**config.mk**
```make
export PLATFORM = sky130hd
export DESIGN_NAME = angle_kalman_filter_step_unit
export DESIGN_NICKNAME = d
export VERILOG_FILES = /design/src/rtl/akf_pkg.sv /design/src/rtl/akf_alu.sv /design/src/rtl/angle_kalman_filter_step_unit.sv
export SDC_FILE = /design/constraint.sdc
export NUM_CORES = 2
export LEC_CHECK = 0
export BUFFER_PORTS_ARGS = -buffer_cell sky130_fd_sc_hd__buf_2
export CAP_MARGIN = 20
export CORE_ASPECT_RATIO = 0.9
export CORE_MARGIN = 2
export CORE_UTILIZATION = 50
export CTS_CLUSTER_SIZE = 40
export DETAILED_ROUTE_END_ITERATION = 16
export GPL_TIMING_DRIVEN = 0
export PLACE_DENSITY = 0.69
export SYNTH_ARGS = -nofsm -noshare
export SYNTH_HDL_FRONTEND = slang
export SYNTH_HIERARCHICAL = 1
export SYNTH_SLANG_ARGS = --single-unit
```
**constraint.sdc**
```tcl
create_clock -name i_clk -period 8.15 [get_ports i_clk]
set_input_delay 1.63 -clock i_clk [delete_from_list [all_inputs] [get_ports i_clk]]
set_output_delay 1.63 -clock i_clk [all_outputs]
set_load 0.02 [all_outputs]
```
**src/rtl/akf_pkg.sv**
```systemverilog
// ----------------------------------------------------------------------------
// akf_pkg
// Shared types and constants of the angle Kalman filter step unit.
// ----------------------------------------------------------------------------
package akf_pkg;

    localparam int unsigned CFG_BITS = 31;
    localparam int unsigned DT_BITS  = 16;
    localparam int unsigned DT_FRAC  = 16;
    localparam int unsigned IO_BITS  = 32;

    typedef enum logic [1:0] {
        REG_Q_ANGLE   = 2'd0,
        REG_Q_BIAS    = 2'd1,
        REG_R_MEASURE = 2'd2
    } t_reg_idx;

    typedef enum logic [1:0] {
        OP_MUL = 2'd0,
        OP_DIV = 2'd1
    } t_op;

    typedef enum logic [2:0] {
        ST_IDLE  = 3'd0,
        ST_ISSUE = 3'd1,
        ST_WAIT  = 3'd2,
        ST_SUM   = 3'd3,
        ST_OUT   = 3'd4
    } t_state;

    typedef struct packed {
        logic start;
        t_op  op;
        logic short_shift;
    } t_alu_req;

endpackage

```
**src/rtl/akf_alu.sv**
```systemverilog
// ----------------------------------------------------------------------------
// akf_alu
// Shared multicycle unit: rounded saturating multiply (radix-2 shift-add)
// and rounded saturating divide (restoring, one quotient bit per cycle).
// ----------------------------------------------------------------------------
module akf_alu #(
    parameter int unsigned WORD_BITS = 32,
    parameter int unsigned FRAC_BITS = 16
) (
    input  logic                        i_clk,
    input  logic                        i_rst_n,
    input  akf_pkg::t_alu_req           i_req,
    input  logic signed [WORD_BITS-1:0] i_a,
    input  logic signed [WORD_BITS-1:0] i_b,
    output logic                        o_done,
    output logic signed [WORD_BITS-1:0] o_res
);
    import akf_pkg::*;

    localparam int unsigned W   = WORD_BITS;
    localparam int unsigned PW  = 2 * W + 2;
    localparam int unsigned NW  = W + FRAC_BITS + 1;
    localparam int unsigned CW  = $clog2(PW + 1);

    logic [W-1:0]  r_ma;
    logic [W-1:0]  r_mb;
    logic [PW-1:0] r_acc;
    logic [W:0]    r_rem;
    logic [NW-1:0] r_num;
    logic [CW-1:0] r_cnt;
    logic          r_busy;
    logic          r_neg;
    t_op           r_op;
    logic          r_short;
    logic          r_done;
    logic signed [W-1:0] r_res;

    logic [W-1:0]  ma;
    logic [W-1:0]  mb;
    logic [W:0]    rem_sh;
    logic [W:0]    rem_sub;
    logic [PW-1:0] rnd;
    logic [PW-1:0] shv;
    logic [PW-1:0] lim;
    logic [PW-1:0] magv;
    logic signed [W-1:0] fin;
    logic [CW-1:0] n_cnt;

    assign ma = i_a[W-1] ? W'(-i_a) : W'(i_a);
    assign mb = i_b[W-1] ? W'(-i_b) : W'(i_b);
    assign rem_sh  = {r_rem[W-1:0], r_num[NW-1]};
    assign rem_sub = rem_sh - {1'b0, r_mb};
    assign n_cnt   = r_cnt - CW'(1);

    always_comb begin
        lim = PW'(1) << (W - 1);
        if (r_op == OP_MUL) begin
            rnd = r_short ? (PW'(1) << (DT_FRAC - 1)) : (PW'(1) << (FRAC_BITS - 1));
            shv = r_short ? ((r_acc + rnd) >> DT_FRAC) : ((r_acc + rnd) >> FRAC_BITS);
        end else begin
            rnd = '0;
            shv = r_acc;
        end
        magv = (shv > lim) ? lim : shv;
        if (r_neg) begin
            fin = W'(-magv);
        end else begin
            fin = (magv == lim) ? {1'b0, {(W-1){1'b1}}} : W'(magv);
        end
    end

    always_ff @(posedge i_clk) begin
        if (!i_rst_n) begin
            r_busy <= 1'b0;
            r_done <= 1'b0;
        end else begin
            r_done <= 1'b0;
            if (i_req.start) begin
                r_busy  <= 1'b1;
                r_op    <= i_req.op;
                r_short <= i_req.short_shift;
                r_neg   <= i_a[W-1] ^ i_b[W-1];
                r_ma    <= ma;
                r_mb    <= mb;
                r_acc   <= '0;
                r_rem   <= '0;
                if (i_req.op == OP_MUL) begin
                    r_cnt <= CW'(W);
                end else begin
                    r_num <= ({1'b0, ma, {FRAC_BITS{1'b0}}}) + NW'(mb >> 1);
                    r_cnt <= CW'(NW);
                end
            end else if (r_busy) begin
                if (r_cnt == '0) begin
                    r_busy <= 1'b0;
                    r_done <= 1'b1;
                    r_res  <= fin;
                end else if (r_op == OP_MUL) begin
                    if (r_mb[0]) begin
                        r_acc <= r_acc + (PW'(r_ma) << (W - r_cnt));
                    end
                    r_mb  <= r_mb >> 1;
                    r_cnt <= n_cnt;
                end else begin
                    r_num <= r_num << 1;
                    if (!rem_sub[W]) begin
                        r_rem <= rem_sub;
                        r_acc <= {r_acc[PW-2:0], 1'b1};
                    end else begin
                        r_rem <= rem_sh;
                        r_acc <= {r_acc[PW-2:0], 1'b0};
                    end
                    r_cnt <= n_cnt;
                end
            end
        end
    end

    assign o_done = r_done;
    assign o_res  = r_res;

    ap_done_idle: assert property (@(posedge i_clk) disable iff (!i_rst_n)
        r_done |-> !r_busy) else $error("alu done while busy");
    ap_start_busy: assert property (@(posedge i_clk) disable iff (!i_rst_n)
        i_req.start |=> r_busy) else $error("alu did not start");
    ap_done_pulse: assert property (@(posedge i_clk) disable iff (!i_rst_n)
        r_done |=> !r_done) else $error("alu done held");

endmodule

```
**src/rtl/angle_kalman_filter_step_unit.sv**
```systemverilog
// ----------------------------------------------------------------------------
// angle_kalman_filter_step_unit
// Two-state angle and gyro bias Kalman filter step, signed fixed point.
// ----------------------------------------------------------------------------
// Each beat runs up to 13 operations on one shared multiply/divide unit:
// eleven multiplies and two divides. Five prediction multiplies come
// first, then the innovation sum, the two divides and six update
// multiplies, then the output load and a return to idle. A zero
// innovation variance skips the divides and the update. The unit is not
// ready while a beat is in work. The result is held in an output register
// until taken; the next beat may start meanwhile, and a finished beat
// waits in the unit while the output register is still full.
module angle_kalman_filter_step_unit #(
    parameter int unsigned WORD_BITS = 32,
    parameter int unsigned FRAC_BITS = 16
) (
    input  logic        i_clk,
    input  logic        i_rst_n,
    input  logic        psel,
    input  logic        penable,
    input  logic        pwrite,
    input  logic [3:0]  paddr,
    input  logic [31:0] pwdata,
    output logic [31:0] prdata,
    output logic        pready,
    input  logic        i_valid,
    output logic        o_stall,
    input  logic signed [31:0] i_gyro_rate,
    input  logic signed [31:0] i_measured_angle,
    input  logic [15:0] i_time_step,
    output logic        o_valid,
    input  logic        i_stall,
    output logic signed [31:0] o_angle_estimate,
    output logic signed [31:0] o_bias_estimate
);
    import akf_pkg::*;

    localparam int unsigned W = WORD_BITS;
    localparam logic signed [W+3:0] WMAX = (W+4)'({1'b0, {(W-1){1'b1}}});
    localparam logic signed [W+3:0] WMIN = -WMAX - (W+4)'(1);

    // step list: op a b destination
    typedef enum logic [4:0] {
        K_ANG, K_QA, K_PC, K_P3A, K_QB, K_S0, K_K0, K_K1,
        K_UA, K_UB, K_U0, K_U1, K_U2, K_U3, K_FIN
    } t_step;

    logic [CFG_BITS-1:0] r_qa, r_qb, r_rm;
    logic signed [W-1:0] r_ang, r_bias, r_p0, r_p1, r_p2, r_p3;
    logic signed [W-1:0] r_gy, r_ms, r_dt, r_pa, r_pp0, r_pp1, r_pp2, r_pp3;
    logic signed [W-1:0] r_y, r_k0, r_k1;
    logic signed [W-1:0] innov;
    logic signed [W-1:0] r_t0, r_t1, r_t2;
    t_step  r_step, n_step;
    t_state r_st, n_st;
    logic   r_ov;
    logic signed [31:0] r_oa, r_ob;

    t_alu_req req;
    logic signed [W-1:0] opa, opb, ares;
    logic adone;
    logic acc_in, acc_out;
    logic out_load;

    function automatic logic signed [W-1:0] sat(input logic signed [W+3:0] v);
        if (v > WMAX) return WMAX[W-1:0];
        if (v < WMIN) return WMIN[W-1:0];
        return v[W-1:0];
    endfunction

    function automatic logic signed [W-1:0] satl(input longint v);
        if (v > longint'(WMAX)) return WMAX[W-1:0];
        if (v < longint'(WMIN)) return WMIN[W-1:0];
        return W'(v);
    endfunction

    function automatic logic signed [31:0] sat32(input logic signed [W-1:0] v);
        longint e;
        e = longint'(v);
        if (e > 64'sh7FFFFFFF) return 32'sh7FFFFFFF;
        if (e < -64'sh80000000) return 32'sh80000000;
        return 32'(e);
    endfunction

    function automatic logic signed [W+3:0] ex(input logic signed [W-1:0] v);
        return (W+4)'(v);
    endfunction

    function automatic logic signed [W-1:0] cfgw(input logic [CFG_BITS-1:0] v);
        return satl(longint'(v));
    endfunction

    function automatic logic signed [W-1:0] inw(input logic signed [31:0] v);
        return satl(longint'(v));
    endfunction

    assign pready  = 1'b1;
    assign acc_in  = i_valid && !o_stall;
    assign acc_out = o_valid && !i_stall;
    assign o_stall = (r_st != ST_IDLE);
    assign o_valid = r_ov;
    assign o_angle_estimate = r_oa;
    assign o_bias_estimate  = r_ob;
    assign out_load = (r_st == ST_OUT) && (!r_ov || acc_out);

    always_comb begin
        case (paddr[3:2])
            REG_Q_ANGLE:   prdata = {1'b0, r_qa};
            REG_Q_BIAS:    prdata = {1'b0, r_qb};
            REG_R_MEASURE: prdata = {1'b0, r_rm};
            default:       prdata = '0;
        endcase
    end

    always_ff @(posedge i_clk) begin
        if (!i_rst_n) begin
            r_qa <= CFG_BITS'(66);
            r_qb <= CFG_BITS'(197);
            r_rm <= CFG_BITS'(1966);
        end else if (psel && penable && pwrite && pready) begin
            case (paddr[3:2])
                REG_Q_ANGLE:   r_qa <= pwdata[CFG_BITS-1:0];
                REG_Q_BIAS:    r_qb <= pwdata[CFG_BITS-1:0];
                REG_R_MEASURE: r_rm <= pwdata[CFG_BITS-1:0];
                default: ;
            endcase
        end
    end

    // operand select per step
    always_comb begin
        req.start = (r_st == ST_ISSUE);
        req.op = OP_MUL;
        req.short_shift = 1'b1;
        opa = r_dt;
        opb = '0;
        case (r_step)
            K_ANG: opb = sat(ex(r_gy) - ex(r_bias));
            K_QA:  opb = cfgw(r_qa);
            K_PC:  opb = sat(ex(r_p1) + ex(r_p2));
            K_P3A: opb = r_p3;
            K_QB:  opb = cfgw(r_qb);
            K_K0: begin
                req.op = OP_DIV; opa = r_pp0; opb = innov;
            end
            K_K1: begin
                req.op = OP_DIV; opa = r_pp2; opb = innov;
            end
            K_UA: begin
                req.short_shift = 1'b0; opa = r_k0; opb = r_y;
            end
            K_UB: begin
                req.short_shift = 1'b0; opa = r_k1; opb = r_y;
            end
            K_U0: begin
                req.short_shift = 1'b0; opa = r_k0; opb = r_pp0;
            end
            K_U1: begin
                req.short_shift = 1'b0; opa = r_k0; opb = r_pp1;
            end
            K_U2: begin
                req.short_shift = 1'b0; opa = r_k1; opb = r_pp0;
            end
            K_U3: begin
                req.short_shift = 1'b0; opa = r_k1; opb = r_pp1;
            end
            default: ;
        endcase
    end

    always_comb begin
        n_st = r_st;
        n_step = r_step;
        case (r_st)
            ST_IDLE:  if (acc_in) n_st = ST_ISSUE;
            ST_ISSUE: n_st = ST_WAIT;
            ST_WAIT: begin
                if (adone) begin
                    if (r_step == K_QB) begin
                        n_st = ST_SUM; n_step = K_S0;
                    end else if (r_step == K_U3) begin
                        n_st = ST_OUT; n_step = K_FIN;
                    end else begin
                        n_st = ST_ISSUE; n_step = t_step'(r_step + 5'd1);
                    end
                end
            end
            ST_SUM: begin
                if (innov == '0) begin
                    n_st = ST_OUT; n_step = K_FIN;
                end else begin
                    n_st = ST_ISSUE; n_step = K_K0;
                end
            end
            ST_OUT:  if (!r_ov || acc_out) n_st = ST_IDLE;
            default: n_st = ST_IDLE;
        endcase
        if (r_st == ST_IDLE) n_step = K_ANG;
    end

    always_ff @(posedge i_clk) begin
        if (!i_rst_n) begin
            r_st   <= ST_IDLE;
            r_step <= K_ANG;
            r_ov   <= 1'b0;
            r_ang  <= '0; r_bias <= '0;
            r_p0 <= '0; r_p1 <= '0; r_p2 <= '0; r_p3 <= '0;
        end else begin
            r_st   <= n_st;
            r_step <= n_step;
            if (out_load) begin
                r_ov <= 1'b1;
                r_oa <= sat32(r_ang);
                r_ob <= sat32(r_bias);
            end else if (acc_out) begin
                r_ov <= 1'b0;
            end
            if (acc_in) begin
                r_gy <= inw(i_gyro_rate);
                r_ms <= inw(i_measured_angle);
                r_dt <= W'(i_time_step);
            end
            if (r_st == ST_WAIT && adone) begin
                case (r_step)
                    K_ANG: r_pa <= sat(ex(r_ang) + ex(ares));
                    K_QA:  r_t0 <= ares;
                    K_PC:  r_t1 <= ares;
                    K_P3A: r_t2 <= ares;
                    K_QB: begin
                        r_pp0 <= sat(ex(r_p0) + ex(r_t0) - ex(r_t1));
                        r_pp1 <= sat(ex(r_p1) - ex(r_t2));
                        r_pp2 <= sat(ex(r_p2) - ex(r_t2));
                        r_pp3 <= sat(ex(r_p3) + ex(ares));
                    end
                    K_K0: r_k0 <= ares;
                    K_K1: r_k1 <= ares;
                    K_UA: r_ang <= sat(ex(r_pa) + ex(ares));
                    K_UB: r_bias <= sat(ex(r_bias) + ex(ares));
                    K_U0: r_p0 <= sat(ex(r_pp0) - ex(ares));
                    K_U1: r_p1 <= sat(ex(r_pp1) - ex(ares));
                    K_U2: r_p2 <= sat(ex(r_pp2) - ex(ares));
                    K_U3: r_p3 <= sat(ex(r_pp3) - ex(ares));
                    default: ;
                endcase
            end
            if (r_st == ST_SUM) begin
                r_y <= sat(ex(r_ms) - ex(r_pa));
                if (innov == '0) begin
                    r_ang <= r_pa;
                    r_p0 <= r_pp0; r_p1 <= r_pp1; r_p2 <= r_pp2; r_p3 <= r_pp3;
                end
            end
        end
    end

    // innovation variance; ready once the predicted P00 is in
    assign innov = sat(ex(r_pp0) + ex(cfgw(r_rm)));

    akf_alu #(.WORD_BITS(WORD_BITS), .FRAC_BITS(FRAC_BITS)) u_alu (
        .i_clk  (i_clk),
        .i_rst_n(i_rst_n),
        .i_req  (req),
        .i_a    (opa),
        .i_b    (opb),
        .o_done (adone),
        .o_res  (ares)
    );

    ap_no_take_busy: assert property (@(posedge i_clk) disable iff (!i_rst_n)
        (r_st != ST_IDLE) |-> o_stall) else $error("beat taken while busy");
    ap_out_hold: assert property (@(posedge i_clk) disable iff (!i_rst_n)
        (o_valid && i_stall) |=> (o_valid && $stable(o_angle_estimate)))
        else $error("result dropped");
    ap_out_once: assert property (@(posedge i_clk) disable iff (!i_rst_n)
        (r_st == ST_OUT) |=> o_valid) else $error("result lost");

endmodule

```
Word-level counts from Yosys, hierarchy flattened:

Index checks and enable logic that the tools add are counted.
Widths: inputs -> output; s select.

* bits in registers: 1045
* input port bits: 123
* output and inout port bits: 99
* logic and storage cells: 481

* $add $sub $neg: 26
* magnitude comparators: 39
* equal/unequal tests: 26
* shifts and indexed selects: 1
* muxes and demuxes: 293
* bitwise gates (word level): 4
* reduce and logical (&&, ||, !) cells: 53

Operator list (number)
* $mux 32: 108
* $gt 33x32->1 const B: 14
* $lt 33x32->1 const B: 14
* $mux 66: 6
* $pmux 32 s9: 1
* $sub 32x32->33: 8
* $mux 49: 5
* $add 32x32->33: 7
* $mux 1: 155
* $gt 32x32->1 const B: 4
* $lt 32x32->1 const B: 4
* $pmux 32 s4: 1
* $neg 32->32: 3
* $pmux 31 s3: 1
* $add 66x16->66 const B: 1
* $add 66x66->66: 1
* $eq 66x32->1 const B: 1
* $gt 66x32->1 const B: 1
* $shl 32x32->66: 1
* $add 48x31->49: 1
* $gt 34x32->1 const B: 1
* $lt 34x32->1 const B: 1
* $sub 33x32->34: 1
* $sub 33x32->33: 1
* 39 further kinds: 101

Logic depth before layout (Yosys ltp):

* word-level depth: 16
* depth in mapped cells: 38
* depth with buffers taken out: 37

Modules after synthesis:

Netlist, hierarchy kept.

Modules (own cells, without submodules)
* angle_kalman_filter_step_unit: instances 1, cells each 6566, area an instance 57921.8 um2, sequential area each 20779.9 um2
* akf_alu: instances 1, cells each 2669, area an instance 22883.2 um2, sequential area each 7637.3 um2

Worst setup path before layout:

OpenSTA, ideal clock, no wires.

* path type: flip-flop to flip-flop
* from: reg r_gy[0]
* to: reg u_alu.r_num[40] (data pin)
* setup time: 0.260 ns
* arrival: 8.692 ns
* data required time: 7.890 ns
* slack: -0.802 ns
* cell stages (with the launch flop): 35
* path buffers: 1
* clock period less this slack: 8.952 ns
* cell sequence: edfxtp_1 -> inv_1 -> ha_1 -> inv_1 -> fa_1 -> a21o_1 -> a21o_1 -> a2111oi_0 -> nor4_1 -> o31ai_1 -> o211ai_1 -> a311oi_1 -> nor4b_1 -> nor2_1 -> nor3_1 -> a21oi_1 -> clkbuf_1 -> nand3_1 -> or3_4 -> or4_4 -> or3_4 -> or3_4 -> nand2b_1 -> or4_4 -> o41ai_1 -> xnor2_1 -> ha_1 -> nand3_1 -> a2111oi_0 -> o311a_1 -> o21a_1 -> o21ai_1 -> or2_2 -> xnor2_1 -> mux2_2

* longest elaborated chain between the ends: 13
* elaborated cells on any way between the ends: 17
* classes of those cells: 3 x add/sub; 2 x order compare; 12 x mux

RTL lines
* start: declaration: line angle_kalman_filter_step_unit.sv:50 `logic signed [W-1:0] r_gy, r_ms, r_dt, r_pa, r_pp0, r_pp1, r_pp2, r_pp3;`
* start signal: assignment: line angle_kalman_filter_step_unit.sv:219 `r_gy <= inw(i_gyro_rate);`
* $sub 32x32->33 *: line angle_kalman_filter_step_unit.sv:138 `K_ANG: opb = sat(ex(r_gy) - ex(r_bias));`
* $lt 33x32->1: line angle_kalman_filter_step_unit.sv:67 `if (v < WMIN) return WMIN[W-1:0];`
* $mux 1 (2 in series): line angle_kalman_filter_step_unit.sv:67
* $mux 1: line angle_kalman_filter_step_unit.sv:137 `case (r_step)`
* $mux 32: line angle_kalman_filter_step_unit.sv:68 `return v[W-1:0];`
* $mux 32 *: line angle_kalman_filter_step_unit.sv:67
* $pmux 32 s9 *: line angle_kalman_filter_step_unit.sv:137
* named net opb[3]: line angle_kalman_filter_step_unit.sv:60 `logic signed [W-1:0] opa, opb, ares;`
* $neg 32->32: line akf_alu.sv:50 `assign mb = i_b[W-1] ? W'(-i_b) : W'(i_b);`
* $mux 32 *: line akf_alu.sv:50
* $add 48x31->49 *: line akf_alu.sv:90 `r_num <= ({1'b0, ma, {FRAC_BITS{1'b0}}}) + NW'(mb >> 1);`
* $mux 49 *: line akf_alu.sv:87 `if (i_req.op == OP_MUL) begin`
* $mux 49 *: line akf_alu.sv:78 `if (i_req.start) begin`
* end signal: assignment: line akf_alu.sv:90
* end signal: assignment: line akf_alu.sv:105 `r_num <= r_num << 1;`
* end: declaration: line akf_alu.sv:29 `logic [NW-1:0] r_num;`

Mark *: on every way through the listed nets, which the timed path passes. The rest lies on a longest branch. The select of a mux whose other input is x is not followed.
A chain may end at the register's enable or synchronous reset.

Final worst setup path:

* from: reg r_gy[0]
* to: reg u_alu.r_num[35] (data pin)

The elaborated chain is that of the path after synthesis.

==> flow_summary.toml <==
[synth]
synth.top_cell.area_share = 0.278
synth_area_per_cell_um2 = 8.75
yosysMostFrequentCell = "a21oi_1"
syn_area_um2 = 80800
yosys-top-cells-area = "edfxtp_1 (28%), ha_1 (9.3%), dfxtp_1 (7.3%)"
netlist_top_cells_count = "a21oi_1 (929), nand2_1 (847), edfxtp_1 (749)"
yosysUniqueCellTypes = 112
synthCells = 9235
ys_warn_count = 6
synth.ff_latch_count = 1045
synth-async-reset-ratio = 0
yosysTopAreaCell = "edfxtp_1"
synth_edf_count = 749
synth.yosys.seq_area_share = 0.352
synth_ff_type = "edfxtp_1"

[grt]
grt_pass1_vias = 72900
grt_use_total = 0.442
grt_pass1_wl_mm = 523
grt_remaining_overflow = 0
grt_max_degree = 34
antenna_found_initial = 57

[detailed_routing]
wl_mm = 375
dr.first_iter.drc_count = 11600
routed_via_density = 6.70
firstDrtPassIters = 7
ant_nets = 0
route.detailed.drc = 0
vias = 80000
wl_per_cell_um = 31.4

[outcome]
failed_checks = "setup timing"
status = "finished with violations"

[power]
combinationalPowerShare = 0.205
p_switching_w = 0.00459
p_total_w = 0.0146
p_int_w = 0.0100
p_clk_frac = 0.379
p_leak_nw = 36.1
peakVddDrop_v = 0.000211
power_frac_seq = 0.416
swShare = 0.314
p_per_area_nw_per_um2 = 159

[worst_setup_path]
crit_slowest_cell = "or4_4"
crit_fanout = 6
required_ns = 8.66
worstPathArrival_ns = 9.86
cp_common_cell = "buf_4"
worst-setup-path-type = "reg2reg"
worstSetupStartpointType = "flip-flop"
end_kind = "flip-flop"
cp_slowest_stage_delay_ns = 0.55

[placed_design]
post-place-ws_ns = -2.57
gp_congestion = 1.09
numPortBuffers = 150
hpwl_mm = 296

[cts]
cts_tree = "done"
clock-sinks = 1045
clk_path_buf_depth = 3
clk_latency_ns = 0.81
clk_pin_slew_ns = 0.06
cts_buffers = 117
htree_levels = 3
cts_root_buf = "clkbuf_16"

[final_layout]
reg_top3 = "u_alu/r_acc (66), u_alu/r_num (49)"
final_core_util = 0.574
largest_register_ffs = 66
fin_nets = 10500
layout-drive-gt1-share = 0.0926
top_register = "u_alu/r_acc"
syn2layout_area_growth_pct = 13.7

[sta]
slew_viol_final = 0
rsz0062_at_grt = "yes"
fmax_mhz = 107
layout_setup_ws_ns = -1.20
hold_violations = 0
fin_worst_skew_ns = 0.0507
finalSetupViolations = 24
relSlewSlack = 0.127
final_min_period_over_clock_period = 1.15
worst_pin_slew_ns = 1.31
min_period_ns = 9.35

[die]
die_x_um = 428
die-area_um2 = 165000
die_h_um = 385
start_util = 0.505
io_pins = 222
core_area_um2 = 160000
std_cell_rows = 139

[run]
cap_viol_max_count = 0

[min_path]
hold_path_class = "reg2reg"
## path summary, 6_finish.rpt
check                           depth (start not counted)                        end                  start  slack [ns]
worst max-delay path                                   42  u_alu/r_num[35]$_DFFE_PP_  r_gy[0]$_SDFFCE_PN1P_       -1.20
worst min-delay path                                    2      r_qa[22]$_SDFFE_PN0P_  r_qa[22]$_SDFFE_PN0P_        0.48
worst max register to register                         42  u_alu/r_num[35]$_DFFE_PP_  r_gy[0]$_SDFFCE_PN1P_       -1.20
worst min register to register                          2      r_qa[22]$_SDFFE_PN0P_  r_qa[22]$_SDFFE_PN0P_        0.48
## cells in the final DEF (no fill, tap or decap), drive strengths merged, types with 38 or more instances in the layout
master and n:
ha 602, a21oi 929, nand4 70, xnor2 387, buf 395, nor2b 95
nor3 113, and2 59, o211ai 97, inv 511, fa 49, nor2 611
or3 67, o21a 104, mux2 38, o21bai 73, a21boi 39, a31oi 149
xor2 212, and3 98, dfxtp 296, o21ai 720, a22oi 142, edfxtp 749
maj3 75, o31ai 68, or2 47, a21o 290, a211oi 138, clkinv 46
nand2b 100, a221oi 53, clkbuf 634, nand2 850, nand3 237, mux2i 115
nor4 48
## critical path, delay by kind of cell (launching register included)
family                     cells  cell delay, ns
adders and majority gates      3            0.77
buffers and inverters          9            1.30
xor gates and xnor gates       2            0.28
muxes                          1            0.27
AOI/OAI and AO/OA             14            3.10
DFF                            1            0.46
and+or+nand+nor               13            2.86
## final cells by class
| cell class | count | area [um2] |
|---|---|---|
| Tap cell | 2115 | 2650 |
| Clock buffer | 155 | 3230 |
| Antenna cell | 32 | 80.1 |
| Inverter | 503 | 1890 |
| Clock inverter | 68 | 683 |
| Fill cell | 14400 | 68100 |
| Timing Repair Buffer | 339 | 3170 |
| Sequential cell | 1045 | 28400 |
| Multi-Input combinational cell | 7152 | 49600 |
| Buffer | 535 | 2160 |
## timing repair
item | 4_1_cts | 5_1_grt
setup endpoints to repair | 85 | 42
pin swaps | 42 | 47
gates resized for setup | 149 | 63
hold buffers | 0 | 0
buffers inserted | 93 | 26
## power groups by stage
stage	clock network (W)	logic (W)	registers, W
floorplan	0	0.00172	0.00610
global placement	0	0.00251	0.00619
detailed placement	0	0.00260	0.00617
CTS	0.00554	0.00281	0.00606
global route	0.00574	0.00316	0.00608
finish	0.00555	0.00300	0.00608
## cells by family after synthesis
family	count (synthesis)	share of synthesized area
other	2	0.0000929
AND/OR/NAND/NOR	2494	0.147
AO/OA/AOI/OAI	3161	0.248
multiplexers	168	0.0237
adder cells (fa/ha/maj)	726	0.115
flip-flops	1045	0.352
buffers and inverters	1040	0.0494
XOR/XNOR	599	0.0649
## per-stage QoR
stage | hold WS (ns) | area, um2 | instances | setup TNS (ns)
after floorplan | 0.445 | 80900 | 9237 | 0
after global placement | 0.457 | 84300 | 11500 | -629.47
after detailed placement | 0.463 | 85700 | 11600 | -108.34
after CTS | 0.471 | 91100 | 11900 | -17.80
after global routing | 0.499 | 91800 | 11900 | -28.45
final | 0.475 | 91900 | 11900 | -23.89
## layer usage
metal	track usage	part of all wire	up-vias
li1	-	-	35100
met1	0.605	0.40	38500
met2	0.602	0.39	5332
met3	0.148	0.14	1033
met4	0.254	0.069	26
met5	0.000877	0.00089	-
(Power assumes the default switching activity.)
